## src/hw/rtl/ctbw_pkg.sv

```systemverilog
package ctbw_pkg;

  localparam int TARGET_W = 256;
  localparam int WORD_W = 64;
  localparam int NWORDS = TARGET_W / WORD_W;
  localparam int IDX_W = $clog2(NWORDS);
  localparam int CNT_W = $clog2(TARGET_W);
  localparam int QUEUE_DEPTH = 2;

  localparam logic [1:0] ST_VALID = 2'd0;
  localparam logic [1:0] ST_NEGATIVE = 2'd1;
  localparam logic [1:0] ST_OVERFLOW = 2'd2;
  localparam logic [1:0] ST_ZERO = 2'd3;

  typedef struct packed {
    logic [TARGET_W-1:0] target;
    logic [1:0]          status;
  } entry_t;

  typedef enum logic [1:0] {
    BK_IDLE,
    BK_DIV,
    BK_FIN
  } back_state_t;

endpackage

```

## src/hw/rtl/ctbw_queue.sv

```systemverilog
module ctbw_queue
  import ctbw_pkg::*;
#(
  parameter int DEPTH = QUEUE_DEPTH
) (
  input  logic   clk,
  input  logic   rst,
  input  logic   wr,
  input  entry_t wr_data,
  output logic   full,
  input  logic   rd,
  output entry_t rd_data,
  output logic   avail
);

  localparam int AW = (DEPTH > 1) ? $clog2(DEPTH) : 1;
  localparam int CW = $clog2(DEPTH + 1);

  entry_t          mem [DEPTH];
  logic [AW-1:0]   wp;
  logic [AW-1:0]   rp;
  logic [CW-1:0]   count;
  logic            do_wr;
  logic            do_rd;

  assign full = (count == CW'(DEPTH));
  assign avail = (count != '0);
  assign do_wr = wr && !full;
  assign do_rd = rd && avail;
  assign rd_data = mem[rp];

  always_ff @(posedge clk) begin
    if (do_wr) begin
      mem[wp] <= wr_data;
    end
  end

  always_ff @(posedge clk) begin
    if (rst) begin
      wp <= '0;
      rp <= '0;
      count <= '0;
    end else begin
      if (do_wr) begin
        wp <= (wp == AW'(DEPTH - 1)) ? '0 : wp + 1'b1;
      end
      if (do_rd) begin
        rp <= (rp == AW'(DEPTH - 1)) ? '0 : rp + 1'b1;
      end
      count <= count + CW'(do_wr) - CW'(do_rd);
    end
  end

endmodule

```

## config.mk

```make
export PLATFORM = sky130hd
export DESIGN_NAME = ctbw_queue
export DESIGN_NICKNAME = d
export VERILOG_FILES = /design/src/hw/rtl/ctbw_pkg.sv /design/src/hw/rtl/ctbw_queue.sv
export SDC_FILE = /design/constraint.sdc
export NUM_CORES = 1
export LEC_CHECK = 0
export BUFFER_PORTS_ARGS = -buffer_cell sky130_fd_sc_hd__buf_2
export CAP_MARGIN = 20
export CORE_AREA = 2 2 201 203
export CTS_BUF_LIST = sky130_fd_sc_hd__clkbuf_8 sky130_fd_sc_hd__clkbuf_16
export DETAILED_ROUTE_END_ITERATION = 8
export DIE_AREA = 0 0 203 205
export PLACE_DENSITY = 0.86
export SLEW_MARGIN = 5
export SYNTH_ARGS = -nofsm -noshare
export SYNTH_HDL_FRONTEND = slang
export SYNTH_SLANG_ARGS = --single-unit
```

## constraint.sdc

```tcl
create_clock -name clk -period 19.75 [get_ports clk]
set_input_delay 1.975 -clock clk [delete_from_list [all_inputs] [get_ports clk]]
set_output_delay 1.975 -clock clk [all_outputs]
set_load 0.05 [all_outputs]
```

; ---- Yosys cells after proc, flatten, opt, wreduce, memory -nomap -nowiden
; Memories as Yosys holds them, arrays and structs flattened. A register that Yosys moved wholly into a read port is not among the register bits.
; Cells that the tools add are included.
; W data, S select, Z words.
[classes]
n_eq_ne = 1
add_sub_neg = 4
muxes = 6
n_reduce_logical = 4
[ops]
columns = operator, count
row1 = $mux W1, 6
row2 = $add A1 B1 Y1 const B, 2
row3 = $add A2 B1 Y2, 1
row4 = $eq A2 B2 Y1 const B, 1
row5 = $logic_and A1 B1 Y1, 2
row6 = $reduce_bool A2 Y1, 1
row7 = $sub A2 B1 Y2, 1
row8 = $logic_not A1 Y1, 1
[word_totals]
ff_bits = 4
in_bits = 262
word_cells = 19
out_inout_bits = 260
mem_count = 1
ram_bits = 516
[mem_list]
columns = name, words, word_bits, rd, rd_clocked_by_memory_dff, wr, line
row1 = mem, 2, 258, 1, 1, 1, ctbw_queue.sv:19  ; entry_t mem [DEPTH];

; ---- Longest topological paths before layout
[depth]
word_depth = 5
mapped_depth = 8
mapped_depth_nobuf = 8

; ---- Worst setup path before layout
; No wires, ideal clock.
[synth_path]
path_kind = input -> register
from = input wr
to = memory mem[1][0] (netlist name), enable pin
path_stages = 1
arrival_ns = 7.901
n_path_buf = 0
setup_ns = 0.653
path_slack_ns = 11.196
required_ns = 19.097
cell_sequence = and3_1
[synth_between]
elab_chain_len = 3
[synth_rtl]
columns = item, line
row1 = start: declaration, ctbw_queue.sv:8  ; input logic wr,
row2 = $logic_and A1 B1 Y1, ctbw_queue.sv:28  ; assign do_wr = wr && !full;
row3 = $mux W1, ctbw_queue.sv:33  ; if (do_wr) begin
row4 = $mux W1 (implied by the code), ctbw_queue.sv:34  ; mem[wp] <= wr_data;
row5 = end: declaration, ctbw_queue.sv:19
; Every way passes these cells.

==> metrics.md <==
| Metric | Value |
|---|---|
| Outcome | complete, no violations |
| Final hold vios | 0 |
| Count of input and output buffers | 521 |
| CTS tree | built |
| Core Util, Final | 0.619 |
| Critical path, cell by cell | buf_4 -> mux2_4 -> buf_2 |
| Yosys synthesis warning count | 0 |
| Bufs on Longest Clock Path | 3 |
| Overflow after GRT | 0 |
| Crit-path slowest cell | dfxtp_4 |
| First-pass GRT wire length | 59.4 mm |
| Detailed-router iteration count before antenna repair | 4 |
| F_max | 191 MHz |
| Routed wire per std cell | 21.2 um |
| Max_cap viols | 0 |
| Setup Fix Bufs, Post-CTS | 0 |
| Worst Hold Launch | wp |
| Rel. slew slack | 0.146 |
| CTS H-Tree Depth | 2 |
| Worst-path clk slew | 0.06 ns |
| Die outline area | 41,600 um^2 |
| Final wirelength | 41.5 mm |
| Startpoint types | flip-flop |
| Capture point of the worst reg-to-reg path | mem[1][200] |
| Yosys reg bits | 521 |
| Max incr delay on CP | 1.02 ns |
| Largest net degree at the start of global routing | 144 |
| Synthesis-to-layout area growth | 23.7% |
| Initial Util | 0.500 |
| Hold-fix buffers, CTS | 0 |
| Maximum vdd drop | 0.167 mV |
| Post-synth top area cell | edfxtp_1 |
| Buffers plus inverters on the worst setup path | 2 |
| Clk sinks | 521 |
| Cell Rows | 73 |
| Worst Tran Pin Value | 1.28 ns |
| Yosys cell types | 22 |
| Hold path depth | 2 |
| Hold Path End | wp |
| CORE AREA | 39,400 um^2 |
| Share of layout cells above drive strength 1 | 0.605 |
| Worst-skew pair later-pin latency | 0.57 ns |
| Synth Instances | 830 |
| Total CTS buffers | 51 |
| Post-DP HPWL | 28.2 mm |
| Initial DRC count | 577 |
| Top cell family by delay on the critical path | buffers and inverters |
| DIE HEIGHT | 205 um |
| Setup violators final | 0 |
| Post-route ant nets | 0 |
| Ranking of synthesized cells by area | edfxtp_1 79%, mux2_4 15%, mux2_2 3.3% |
| Post-route DRC | 0 |
| Post-route insts no fill | 1,957 |
| Syn Nets | 1,094 |
| Via count | 9,934 |
| GRT Overall Usage | 0.192 |
| Nets@finish | 1,646 |
| CP Max Fanout | 59 |
| Vias in the first global route | 10,314 |
| Pwr per Cell Area | 159 nW/um^2 |
| Reg-to-reg startpoint | count[0] |
| Crit path DAT | 3.25 ns |
| Crit end category | output pin |
| Io pins | 522 |
| R2r worst-path depth | 4 |
| PostCTS Resize Cnt | 0 |
| Vias per std cell | 5.08 |
| Final GP Congestion | 0.790 |
| Tot Pwr | 3.87 mW |
| Final period util | 0.265 |
| Post-synth top area share | 0.787 |
| Sequential share of the synthesized area | 0.792 |
| Lkg Pwr | 9.52 nW |
| Antenna violations before repair | 13 |
| Hold Path Class | flip-flop to flip-flop |
| Fin Setup TNS | 0 ns |
| Die X | 203 um |
| Flop2flop setup slack | 16.17 ns |
| Final Max Tran Viols | 0 |
| Synthesized area | 19,700 um^2 |
| Setup Crit Path Kind | flip-flop to output pin |
| RSZ-0062 raised after global routing | false |
| Min cycle time layout | 5.23 ns |
| CTS Root Cell | clkbuf_16 |
| Mapped Avg Cell Area | 23.7 um^2 |
| Critical Path RT | 17.77 ns |
| Final Skew | 0.0149 ns |
| Dpl cells | 1,854 |
[worst min-delay path: cells and delay by family, from the launching register on]
family	cells	cell delay (ns)
AOI/OAI and AO/OA	2	0.14
DFF	1	0.32
[power by group]
part | total [mW] | internal (mW) | switching, mW
sequential | 1.48 | 1.41 | 0.0637
combinational | 1.47 | 0.449 | 1.02
clock | 0.927 | 0.536 | 0.392
[cells by family (layout without fill, tap and decap cells)]
family | after synthesis | after routing | synth area share
DFF | 521 | 521 | 0.792
muxes | 258 | 258 | 0.186
buffers and inverters | 33 | 627 | 0.0164
and+or+nand+nor | 11 | 11 | 0.00292
AOI/OAI and AO/OA | 3 | 3 | 0.000889
adders and majority gates | 2 | 2 | 0.00127
xor gates and xnor gates | 2 | 2 | 0.000890
other | 0 | 8 | 0
[sequential cells by signal, summed over array words and instances (netlist names), named ones only]
name	count
rp	1
wp	1
mem	516
count	2
[cells in the mapped netlist]
cell type and number:
buf_6 26, mux2_4 200, o21a_1 1, ha_1 2, or2_2 1, dfxtp_1 5, nor2b_1 1, a21oi_1 1
inv_1 4, and2_1 1, or3_1 1, nor2_1 3, and3_1 1, buf_2 3, nor3_1 1, xor2_1 1
edfxtp_1 516, o21ai_0 1, mux2_2 58, nand2_1 1, xnor2_1 1, nand2b_1 1
[per-stage QoR]
| stage | hold WS (ns) | worst slack, ns | cell area (um^2) |
|---|---|---|---|
| floorplan | 0.452 | 11.20 | 19700 |
| global placement | 0.487 | 14.72 | 22700 |
| detailed placement | 0.501 | 14.66 | 22700 |
| CTS | 0.512 | 14.47 | 24300 |
| global route | 0.548 | 14.36 | 24400 |
| finish | 0.509 | 14.52 | 24400 |
[cell type report]
class                           instances  area [um^2]
Antenna cell                            8         20.0
Clock buffer                           53         1330
Clock inverter                         42          288
Fill cell                            2657        15000
Inverter                                4         22.5
Multi-Input combinational cell        276         3780
Sequential cell                       521        15600
Tap cell                              525          657
Timing Repair Buffer                  528         2670
[routing by layer]
metal | share of wire | up-vias | global-route usage | wire length, um
li1 | - | 4427 | - | -
met1 | 0.36 | 4879 | 0.216 | 14900
met2 | 0.51 | 509 | 0.333 | 21200
met4 | 0.031 | 18 | 0.0748 | 1300
met3 | 0.097 | 101 | 0.0695 | 4040
met5 | 0.0028 | - | 0 | 115
[cell usage in the layout, fill, tap and decap left out, types with 2 or more instances in the layout]
| master | netlist | final |
|---|---|---|
| buf_2 | 3 | 521 |
| buf_4 | 0 | 6 |
| bufinv_16 | 0 | 4 |
| clkbuf_16 | 0 | 53 |
| clkinv_1 | 0 | 11 |
| clkinv_2 | 0 | 13 |
| dfxtp_1 | 5 | 4 |
| diode_2 | 0 | 8 |
| edfxtp_1 | 516 | 516 |
| ha_1 | 2 | 2 |
| inv_1 | 4 | 15 |
| mux2_2 | 58 | 58 |
| mux2_4 | 200 | 200 |
| nor2_1 | 3 | 3 |
[worst max path at each step]
stage,endpoint,slack [ns],cells past startpoint
global route,rd_data[142],14.36,3
detailed placement,mem[1][217],14.66,4
floorplan,mem[1][0],11.20,1
global placement,mem[1][217],14.72,4
CTS,rd_data[137],14.47,3
finish,rd_data[142],14.52,3
Note: power is estimated with default switching activity, not from simulation.
