**src/hw/rtl/ctbw_pkg.sv**
```systemverilog
package ctbw_pkg;

  localparam int TARGET_W = 256;
  localparam int WORD_W = 64;
  localparam int NWORDS = TARGET_W / WORD_W;
  localparam int IDX_W = $clog2(NWORDS);
  localparam int CNT_W = $clog2(TARGET_W);
  localparam int QUEUE_DEPTH = 2;

  localparam logic [1:0] ST_VALID = 2'd0;
  localparam logic [1:0] ST_NEGATIVE = 2'd1;
  localparam logic [1:0] ST_OVERFLOW = 2'd2;
  localparam logic [1:0] ST_ZERO = 2'd3;

  typedef struct packed {
    logic [TARGET_W-1:0] target;
    logic [1:0]          status;
  } entry_t;

  typedef enum logic [1:0] {
    BK_IDLE,
    BK_DIV,
    BK_FIN
  } back_state_t;

endpackage

```
**src/hw/rtl/ctbw_back.sv**
```systemverilog
module ctbw_back
  import ctbw_pkg::*;
(
  input  logic              clk,
  input  logic              rst,
  input  logic              in_avail,
  input  entry_t            in_entry,
  output logic              in_take,
  output logic              empty,
  input  logic              pop,
  output logic [WORD_W-1:0] work_word,
  output logic [IDX_W-1:0]  word_index,
  output logic              last,
  output logic [1:0]        status
);

  back_state_t         state;
  back_state_t         state_next;
  logic [TARGET_W-1:0] rem;
  logic [TARGET_W-1:0] den;
  logic [TARGET_W-1:0] nq;
  logic [1:0]          cur_status;
  logic [CNT_W-1:0]    cnt;
  logic [TARGET_W:0]   trial;
  logic                ge;
  logic [TARGET_W-1:0] obuf;
  logic                ovalid;
  logic [IDX_W-1:0]    ocnt;
  logic                out_free;
  logic                load_out;
  logic                pop_ok;

  assign trial = {rem, nq[TARGET_W-1]};
  assign ge = trial >= {1'b0, den};
  assign pop_ok = pop && ovalid;
  assign out_free = !ovalid || (pop_ok && ocnt == IDX_W'(NWORDS - 1));

  always_comb begin
    state_next = state;
    case (state)
      BK_IDLE: begin
        if (in_avail) begin
          state_next = (in_entry.status == ST_VALID) ? BK_DIV : BK_FIN;
        end
      end
      BK_DIV: begin
        if (cnt == CNT_W'(TARGET_W - 1)) begin
          state_next = BK_FIN;
        end
      end
      BK_FIN: begin
        if (out_free) begin
          state_next = BK_IDLE;
        end
      end
      default: state_next = BK_IDLE;
    endcase
  end

  always_comb begin
    in_take = 1'b0;
    load_out = 1'b0;
    case (state)
      BK_IDLE: in_take = in_avail;
      BK_FIN: load_out = out_free;
      default: begin
        in_take = 1'b0;
        load_out = 1'b0;
      end
    endcase
  end

  always_ff @(posedge clk) begin
    if (rst) begin
      state <= BK_IDLE;
      ovalid <= 1'b0;
      ocnt <= '0;
    end else begin
      state <= state_next;
      if (load_out) begin
        ovalid <= 1'b1;
        ocnt <= '0;
      end else if (pop_ok) begin
        ocnt <= ocnt + 1'b1;
        if (ocnt == IDX_W'(NWORDS - 1)) begin
          ovalid <= 1'b0;
        end
      end
    end
  end

  always_ff @(posedge clk) begin
    if (in_take) begin
      rem <= '0;
      nq <= ~in_entry.target;
      den <= in_entry.target + 1'b1;
      cur_status <= in_entry.status;
      cnt <= '0;
    end else if (state == BK_DIV) begin
      rem <= ge ? TARGET_W'(trial - {1'b0, den}) : trial[TARGET_W-1:0];
      nq <= {nq[TARGET_W-2:0], ge};
      cnt <= cnt + 1'b1;
    end
    if (load_out) begin
      obuf <= (cur_status == ST_VALID) ? nq + 1'b1 : '0;
      status <= cur_status;
    end
  end

  assign empty = !ovalid;
  assign work_word = obuf[ocnt*WORD_W +: WORD_W];
  assign word_index = ocnt;
  assign last = (ocnt == IDX_W'(NWORDS - 1));

endmodule

```
**config.mk**
```make
export PLATFORM = sky130hd
export DESIGN_NAME = ctbw_back
export DESIGN_NICKNAME = d
export VERILOG_FILES = /design/src/hw/rtl/ctbw_pkg.sv /design/src/hw/rtl/ctbw_back.sv
export SDC_FILE = /design/constraint.sdc
export NUM_CORES = 2
export LEC_CHECK = 0
export ABC_CLOCK_PERIOD_IN_PS = 17100
export BUFFER_PORTS_ARGS = -buffer_cell sky130_fd_sc_hd__buf_2
export CELL_PAD_IN_SITES_DETAIL_PLACEMENT = 1
export CELL_PAD_IN_SITES_GLOBAL_PLACEMENT = 1
export CORE_ASPECT_RATIO = 0.6
export CORE_UTILIZATION = 48
export DETAILED_ROUTE_END_ITERATION = 10
export HOLD_SLACK_MARGIN = 0.12
export PLACE_DENSITY = 0.89
export SLEW_MARGIN = 0
export SYNTH_ARGS = -nofsm -noshare
export SYNTH_HDL_FRONTEND = slang
export SYNTH_SLANG_ARGS = --single-unit
```
**constraint.sdc**
```tcl
create_clock -name clk -period 17.1 [get_ports clk]
set_clock_uncertainty 0.2 [all_clocks]
set_input_delay 1.71 -clock clk [delete_from_list [all_inputs] [get_ports clk]]
set_output_delay 1.71 -clock clk [all_outputs]
set_load 0.005 [all_outputs]
```
# After elaboration in Yosys (flattened, before gate mapping)
# Index checks and enable logic that the tools add are counted.
# W data, S select, Z words.
dict set report classes {
  n_addsub 5
  n_lt_le_gt_ge 1
  n_eq_ne 7
  shift 1
  mux 13
  n_bitwise 1
  reduce_logical 13
}
# cell count
set op_table {}
lappend op_table {{$mux W256} 3}
lappend op_table {{$add A256 B1 Y256 const B} 2}
lappend op_table {{$ge A257 B256 Y1} 1}
lappend op_table {{$not A256 Y256} 1}
lappend op_table {{$shiftx A256 B9 Y64} 1}
lappend op_table {{$sub A256 B256 Y256} 1}
lappend op_table {{$add A8 B1 Y8 const B} 1}
lappend op_table {{$eq A8 B8 Y1 const B} 1}
lappend op_table {{$mux W2} 4}
lappend op_table {{$logic_not A2 Y1} 3}
lappend op_table {{$ne A2 B2 Y1 const B} 3}
lappend op_table {{$pmux W2 S3} 1}
lappend op_table {{$reduce_bool A2 Y1} 3}
lappend op_table {{$mux W1} 5}
lappend op_table {{$eq A2 B2 Y1 const B} 2}
lappend op_table {{$reduce_and A3 Y1} 1}
lappend op_table {{$add A2 B1 Y2 const B} 1}
lappend op_table {{$eq A2 B1 Y1 const B} 1}
lappend op_table {{$logic_and A1 B1 Y1} 2}
lappend op_table {{$reduce_and A2 Y1} 1}
lappend op_table {{$reduce_or A2 Y1} 1}
lappend op_table {{$logic_not A1 Y1} 1}
lappend op_table {{$logic_or A1 B1 Y1} 1}
dict set report word_totals {
  regBits 1041
  inputBits 262
}

# Logic depth before layout (Yosys ltp)
dict set report depth {
  word_depth 6
  depth_mapped 17
  ltp_nobuf 16
}

# Worst setup path before layout
# No wires, ideal clock.
dict set report synth_path {
  path_kind {input-to-reg}
  from {input port pop}
  to {register obuf[0] (enable)}
  arrival_ns 14.240
  required_ns 15.932
  slack_ns 1.692
  stages 2
  path_cell_list {nand2_1 a21oi_1}
}
dict set report synth_via {
  elab_chain_cells 4
}
# item line
set synth_rtl {}
lappend synth_rtl {{start: declaration} ctbw_back.sv:10} ;# input logic pop,
lappend synth_rtl {{$logic_and A1 B1 Y1} ctbw_back.sv:35} ;# assign pop_ok = pop && ovalid;
lappend synth_rtl {{$logic_and A1 B1 Y1} ctbw_back.sv:36} ;# assign out_free = !ovalid || (pop_ok && ocnt == IDX_W'(NWORDS - 1));
lappend synth_rtl {{$logic_or A1 B1 Y1} ctbw_back.sv:36}
lappend synth_rtl {{$mux W1} ctbw_back.sv:63} ;# case (state)
lappend synth_rtl {{net load_out} ctbw_back.sv:30} ;# logic load_out;
lappend synth_rtl {{end signal: assignment} ctbw_back.sv:105} ;# obuf <= (cur_status == ST_VALID) ? nq + 1'b1 : '0;
lappend synth_rtl {{end: declaration} ctbw_back.sv:26} ;# logic [TARGET_W-1:0] obuf;
# The timed path passes the listed nets, and every way through them passes these cells.
# A chain may end at the register's enable or synchronous reset.

# Final worst setup path
dict set report layout_path {
  from {input port in_entry[2] in the netlist's numbering}
  to {register den[212] (data pin)}
}
dict set report layout_via {
  elab_chain_cells 1
}
# item line
set layout_rtl {}
lappend layout_rtl {{start: declaration} ctbw_back.sv:7} ;# input entry_t in_entry,
lappend layout_rtl {{$add A256 B1 Y256} ctbw_back.sv:96} ;# den <= in_entry.target + 1'b1;
lappend layout_rtl {{end signal: assignment} ctbw_back.sv:96}
lappend layout_rtl {{end: declaration} ctbw_back.sv:20} ;# logic [TARGET_W-1:0] den;
# No other way between the ends.

==> impl_results.md <==
* Final count of negative-setup-slack endpoints at 0
* Max Fclk at 0.123 GHz
* Leak Pwr at 28.2 nW
* Largest net degree at the start of global routing at 247
* Clock buffer count from CTS at 105
* # Max-Cap Violations at 8
* Mapped cell area at 70,100 um2
* FFs w/ async S/R, synth at 0%
* DR iter-0 viols at 13,800
* Post-Synth Adder-Cell Area at 4.67%
* WHS Path Cells at 2
* CTS Root Cell: clkbuf_16
* Total gr overflow at 0
* Peak VDD IR at 0.0969 mV
* RD Place Congestion at 1.16
* Failing checks: capacitance limit, slew limit
* CTS tree: done
* Final WL at 382,000 um
* RSZ-0062 raised after global routing: no
* Endpoint, Worst Hold: rem[38]
* Synth Instances at 8,233
* Post CTS Setup Buffer Count at 0
* Top Ports at 333
* Post-synthesis compound-gate area fraction at 17.2%
* Mux share of post-synthesis cell area at 2.40%
* Worst-Skew Late Latency at 0.83 ns
* H-tree level count at 3
* Worst Setup SP: in_entry[2]
* Placed insts at 10,200
* Clock sinks at 1,041
* Die area at 148,000 um2
* # DRC at 0
* Number of global-route vias before repair at 69,000
* Hold crit path type: register to register
* Area grow syn2layout at 10.3%
* Hold Vio Cnt, Final at 0
* First-pass GRT wire length at 524,000 um
* IO buf count at 332
* Initial antenna violation count at 85
* Synth Warn # at 0
* Post-route ant nets at 0
* Worst setup SP type: input pin
* Wire length per cell at 36.5 um
* HPWL Detailed at 306,000 um
* Fraction of layout cells with a size suffix above 1 at 9.05%
* Setup total negative slack at 0 ns
* CTS Buffer Depth at 3
* Hold path start: rem[38]
* Chip height at 298 um
* Core ar. at 145,000 um2
* FF+latch count, synth at 1,041
* Fillers at 17,000
* Final period util at 47.4%
* Post-route minimum period at 8.11 ns
* Finished Layout Cells at 10,500
* Max transition margin at -3.62%
* Status: finished, violations left
* PwrDens at 85.7 nW/um2
* Simple-gate portion of the synthesized area at 21.9%
* RR Endpoint: rem[252]
* Hold Buf Count CTS at 0
* Vias per cell at 7.06
* EDFF count, synth at 772
* DR vias at 74,000
* Avg Inst Size Synth at 8.51 um2
* Register-to-register setup slack at 9.30 ns
* Seq/Total Area, Yosys at 40.8%
* CTS clk-pin slew, worst paths at 0.07 ns
* Total power at 6.62 mW
* Worst EP required at 17.29 ns
* Resized cells post-CTS at 0
* GRT Overall Usage at 50.1%
* Cell variety after synth at 99
* Synth Area in XOR/XNOR at 8.85%
* Row Count at 108
* Reg-to-reg startpoint: den[33]
* Die Width at 495 um
* Main flop type after synthesis: edfxtp_1
* Syn_nets at 8,756
* Main combinational cell family by area after synthesis: simple AND/OR/NAND/NOR gates
* Initial core utilization at 48.4%
* CP Capture Type: register
* Setup CP Type: input pin to register
* Least-Margin Pin Slew at 1.54 ns
* Worst R2R Path Depth at 15
* Fin nets at 8,903
* Crit Path Max Fanout at 8
* Slew Limit Fails at 11
* TritonRoute pass-1 iters at 9
* CP Data Arrival Time at 8.30 ns
-- logic make-up after synthesis --
kind of cell,after synthesis
AO/OA/AOI/OAI,2093
adder cells (fa/ha/maj),261
XOR/XNOR,708
buffers and inverters,775
multiplexers,88
AND/OR/NAND/NOR,3267
flip-flops,1041
-- sequential cells by signal (all words and copies together), names as in the netlist --
name / count
cnt: 8
cur_status: 2
den: 256
nq: 256
obuf: 256
ovalid: 1
rem: 256
state: 2
status: 2
word_index: 2
-- worst max path at each step --
stage | slack (ns) | end | depth (start not counted)
3_5_place_dp | 9.07 | den[212] | 13
6_report | 8.99 | den[212] | 13
5_1_grt | 9.17 | den[212] | 12
2_1_floorplan | 1.69 | obuf[0] | 2
3_3_place_gp | 9.29 | den[204] | 13
4_1_cts | 9.84 | den[212] | 13
-- through the flow --
stage / instance area (um2) / hold WS (ns) / setup WS [ns] / utilization (%)
5_1_grt: 77200 / 0.316 / 9.17 / 53.4
3_5_place_dp: 73400 / 0.281 / 9.07 / 50.7
4_1_cts: 77100 / 0.291 / 9.84 / 53.3
6_report: 77300 / 0.290 / 8.99 / 53.4
2_1_floorplan: 70100 / 0.235 / 1.69 / -
3_3_place_gp: 73400 / 0.265 / 9.29 / 50.7
-- Yosys cell counts, types with 10 or more instances --
library cell / instances / area share (%)
a211o_1: 10 / 0.13
a211oi_1: 18 / 0.19
a21boi_0: 27 / 0.29
a21o_1: 98 / 1.1
a21oi_1: 687 / 4.9
a221o_1: 14 / 0.20
a221oi_1: 11 / 0.14
a22o_1: 24 / 0.30
a22oi_1: 50 / 0.54
a31oi_1: 35 / 0.31
a32oi_1: 20 / 0.25
and2_1: 37 / 0.33
and3_1: 91 / 0.81
and4_1: 58 / 0.73
buf_1: 14 / 0.075
clkbuf_1: 343 / 1.8
dfxtp_1: 269 / 7.7
edfxtp_1: 772 / 33
ha_1: 260 / 4.6
inv_1: 406 / 2.2
mux2i_1: 22 / 0.31
mux4_2: 64 / 2.1
nand2_1: 1085 / 5.8
nand2b_1: 35 / 0.31
nand3_1: 308 / 2.2
nand4_1: 316 / 2.8
nor2_1: 868 / 4.7
nor2b_1: 24 / 0.21
nor3_1: 193 / 1.4
nor4_1: 73 / 0.65
o211ai_1: 22 / 0.24
o21a_1: 27 / 0.29
o21ai_0: 853 / 6.1
o21bai_1: 87 / 0.93
o221ai_1: 13 / 0.16
o31ai_1: 31 / 0.33
or2_2: 47 / 0.42
or3_1: 55 / 0.49
xnor2_1: 371 / 4.6
xor2_1: 337 / 4.2
-- metal layers --
| metal | wire, um | vias up | part of all wire [%] | global-route usage, % |
|---|---|---|---|---|
| met2 | 138000 | 6368 | 36 | 61.3 |
| met3 | 71800 | 936 | 19 | 26.2 |
| met1 | 155000 | 36600 | 41 | 72.1 |
| met4 | 16800 | 24 | 4.4 | 18.9 |
| met5 | 761 | - | 0.20 | 3.08 |
| li1 | - | 30100 | - | - |
-- report_power, final --
group          internal [mW]  total (mW)  switching [mW]
sequential              2.92        3.11           0.197
clock                   1.36        2.58            1.22
combinational          0.235       0.930           0.696
-- cells in the final DEF (no fill, tap or decap), types with 18 or more instances in the layout --
cell / instances
a21oi_1: 685
ha_1: 260
o211ai_1: 22
buf_4: 73
buf_2: 332
xnor2_1: 370
inv_1: 405
nor3_1: 191
nand4_1: 316
nand3_1: 308
nor2b_1: 23
and4_1: 58
a21o_1: 98
dfxtp_1: 267
nand2_1: 1084
o21ai_0: 851
nor4_1: 71
mux4_2: 64
a32oi_1: 20
a22oi_1: 50
clkinv_2: 20
a21boi_0: 27
or2_2: 45
mux2i_1: 22
nor2_1: 868
edfxtp_1: 772
or3_1: 55
o21a_1: 27
a211oi_1: 18
and2_1: 36
nand2b_1: 33
o31ai_1: 31
xor2_1: 337
o21bai_1: 87
diode_2: 81
clkbuf_16: 105
and3_1: 91
a31oi_1: 34
a22o_1: 24
-- layout make-up --
| cell class | count | area [um2] | share of cell area, % |
|---|---|---|---|
| Clock buffer | 130 | 2820 | 3.65 |
| Sequential cell | 1041 | 28600 | 37.0 |
| Antenna cell | 81 | 203 | 0.262 |
| Inverter | 407 | 1540 | 2.00 |
| Multi-Input combinational cell | 6417 | 38700 | 50.0 |
| Tap cell | 1925 | 2410 | 3.12 |
| Timing Repair Buffer | 408 | 2270 | 2.94 |
| Clock inverter | 69 | 802 | 1.04 |
-- critical path, stage by stage --
cell and delay (ns):
buf_2 0.13, ha_1 0.22, inv_1 0.11, nor4_2 0.74, nand3_1 0.49, nor4_2 0.76
and2_0 0.51, nand3_1 0.24, nor2_1 0.22, nand3_1 0.22, nor2_1 1.09, nand4_1 0.61
xnor2_1 1.22
Power figures use the tool's default switching activity.
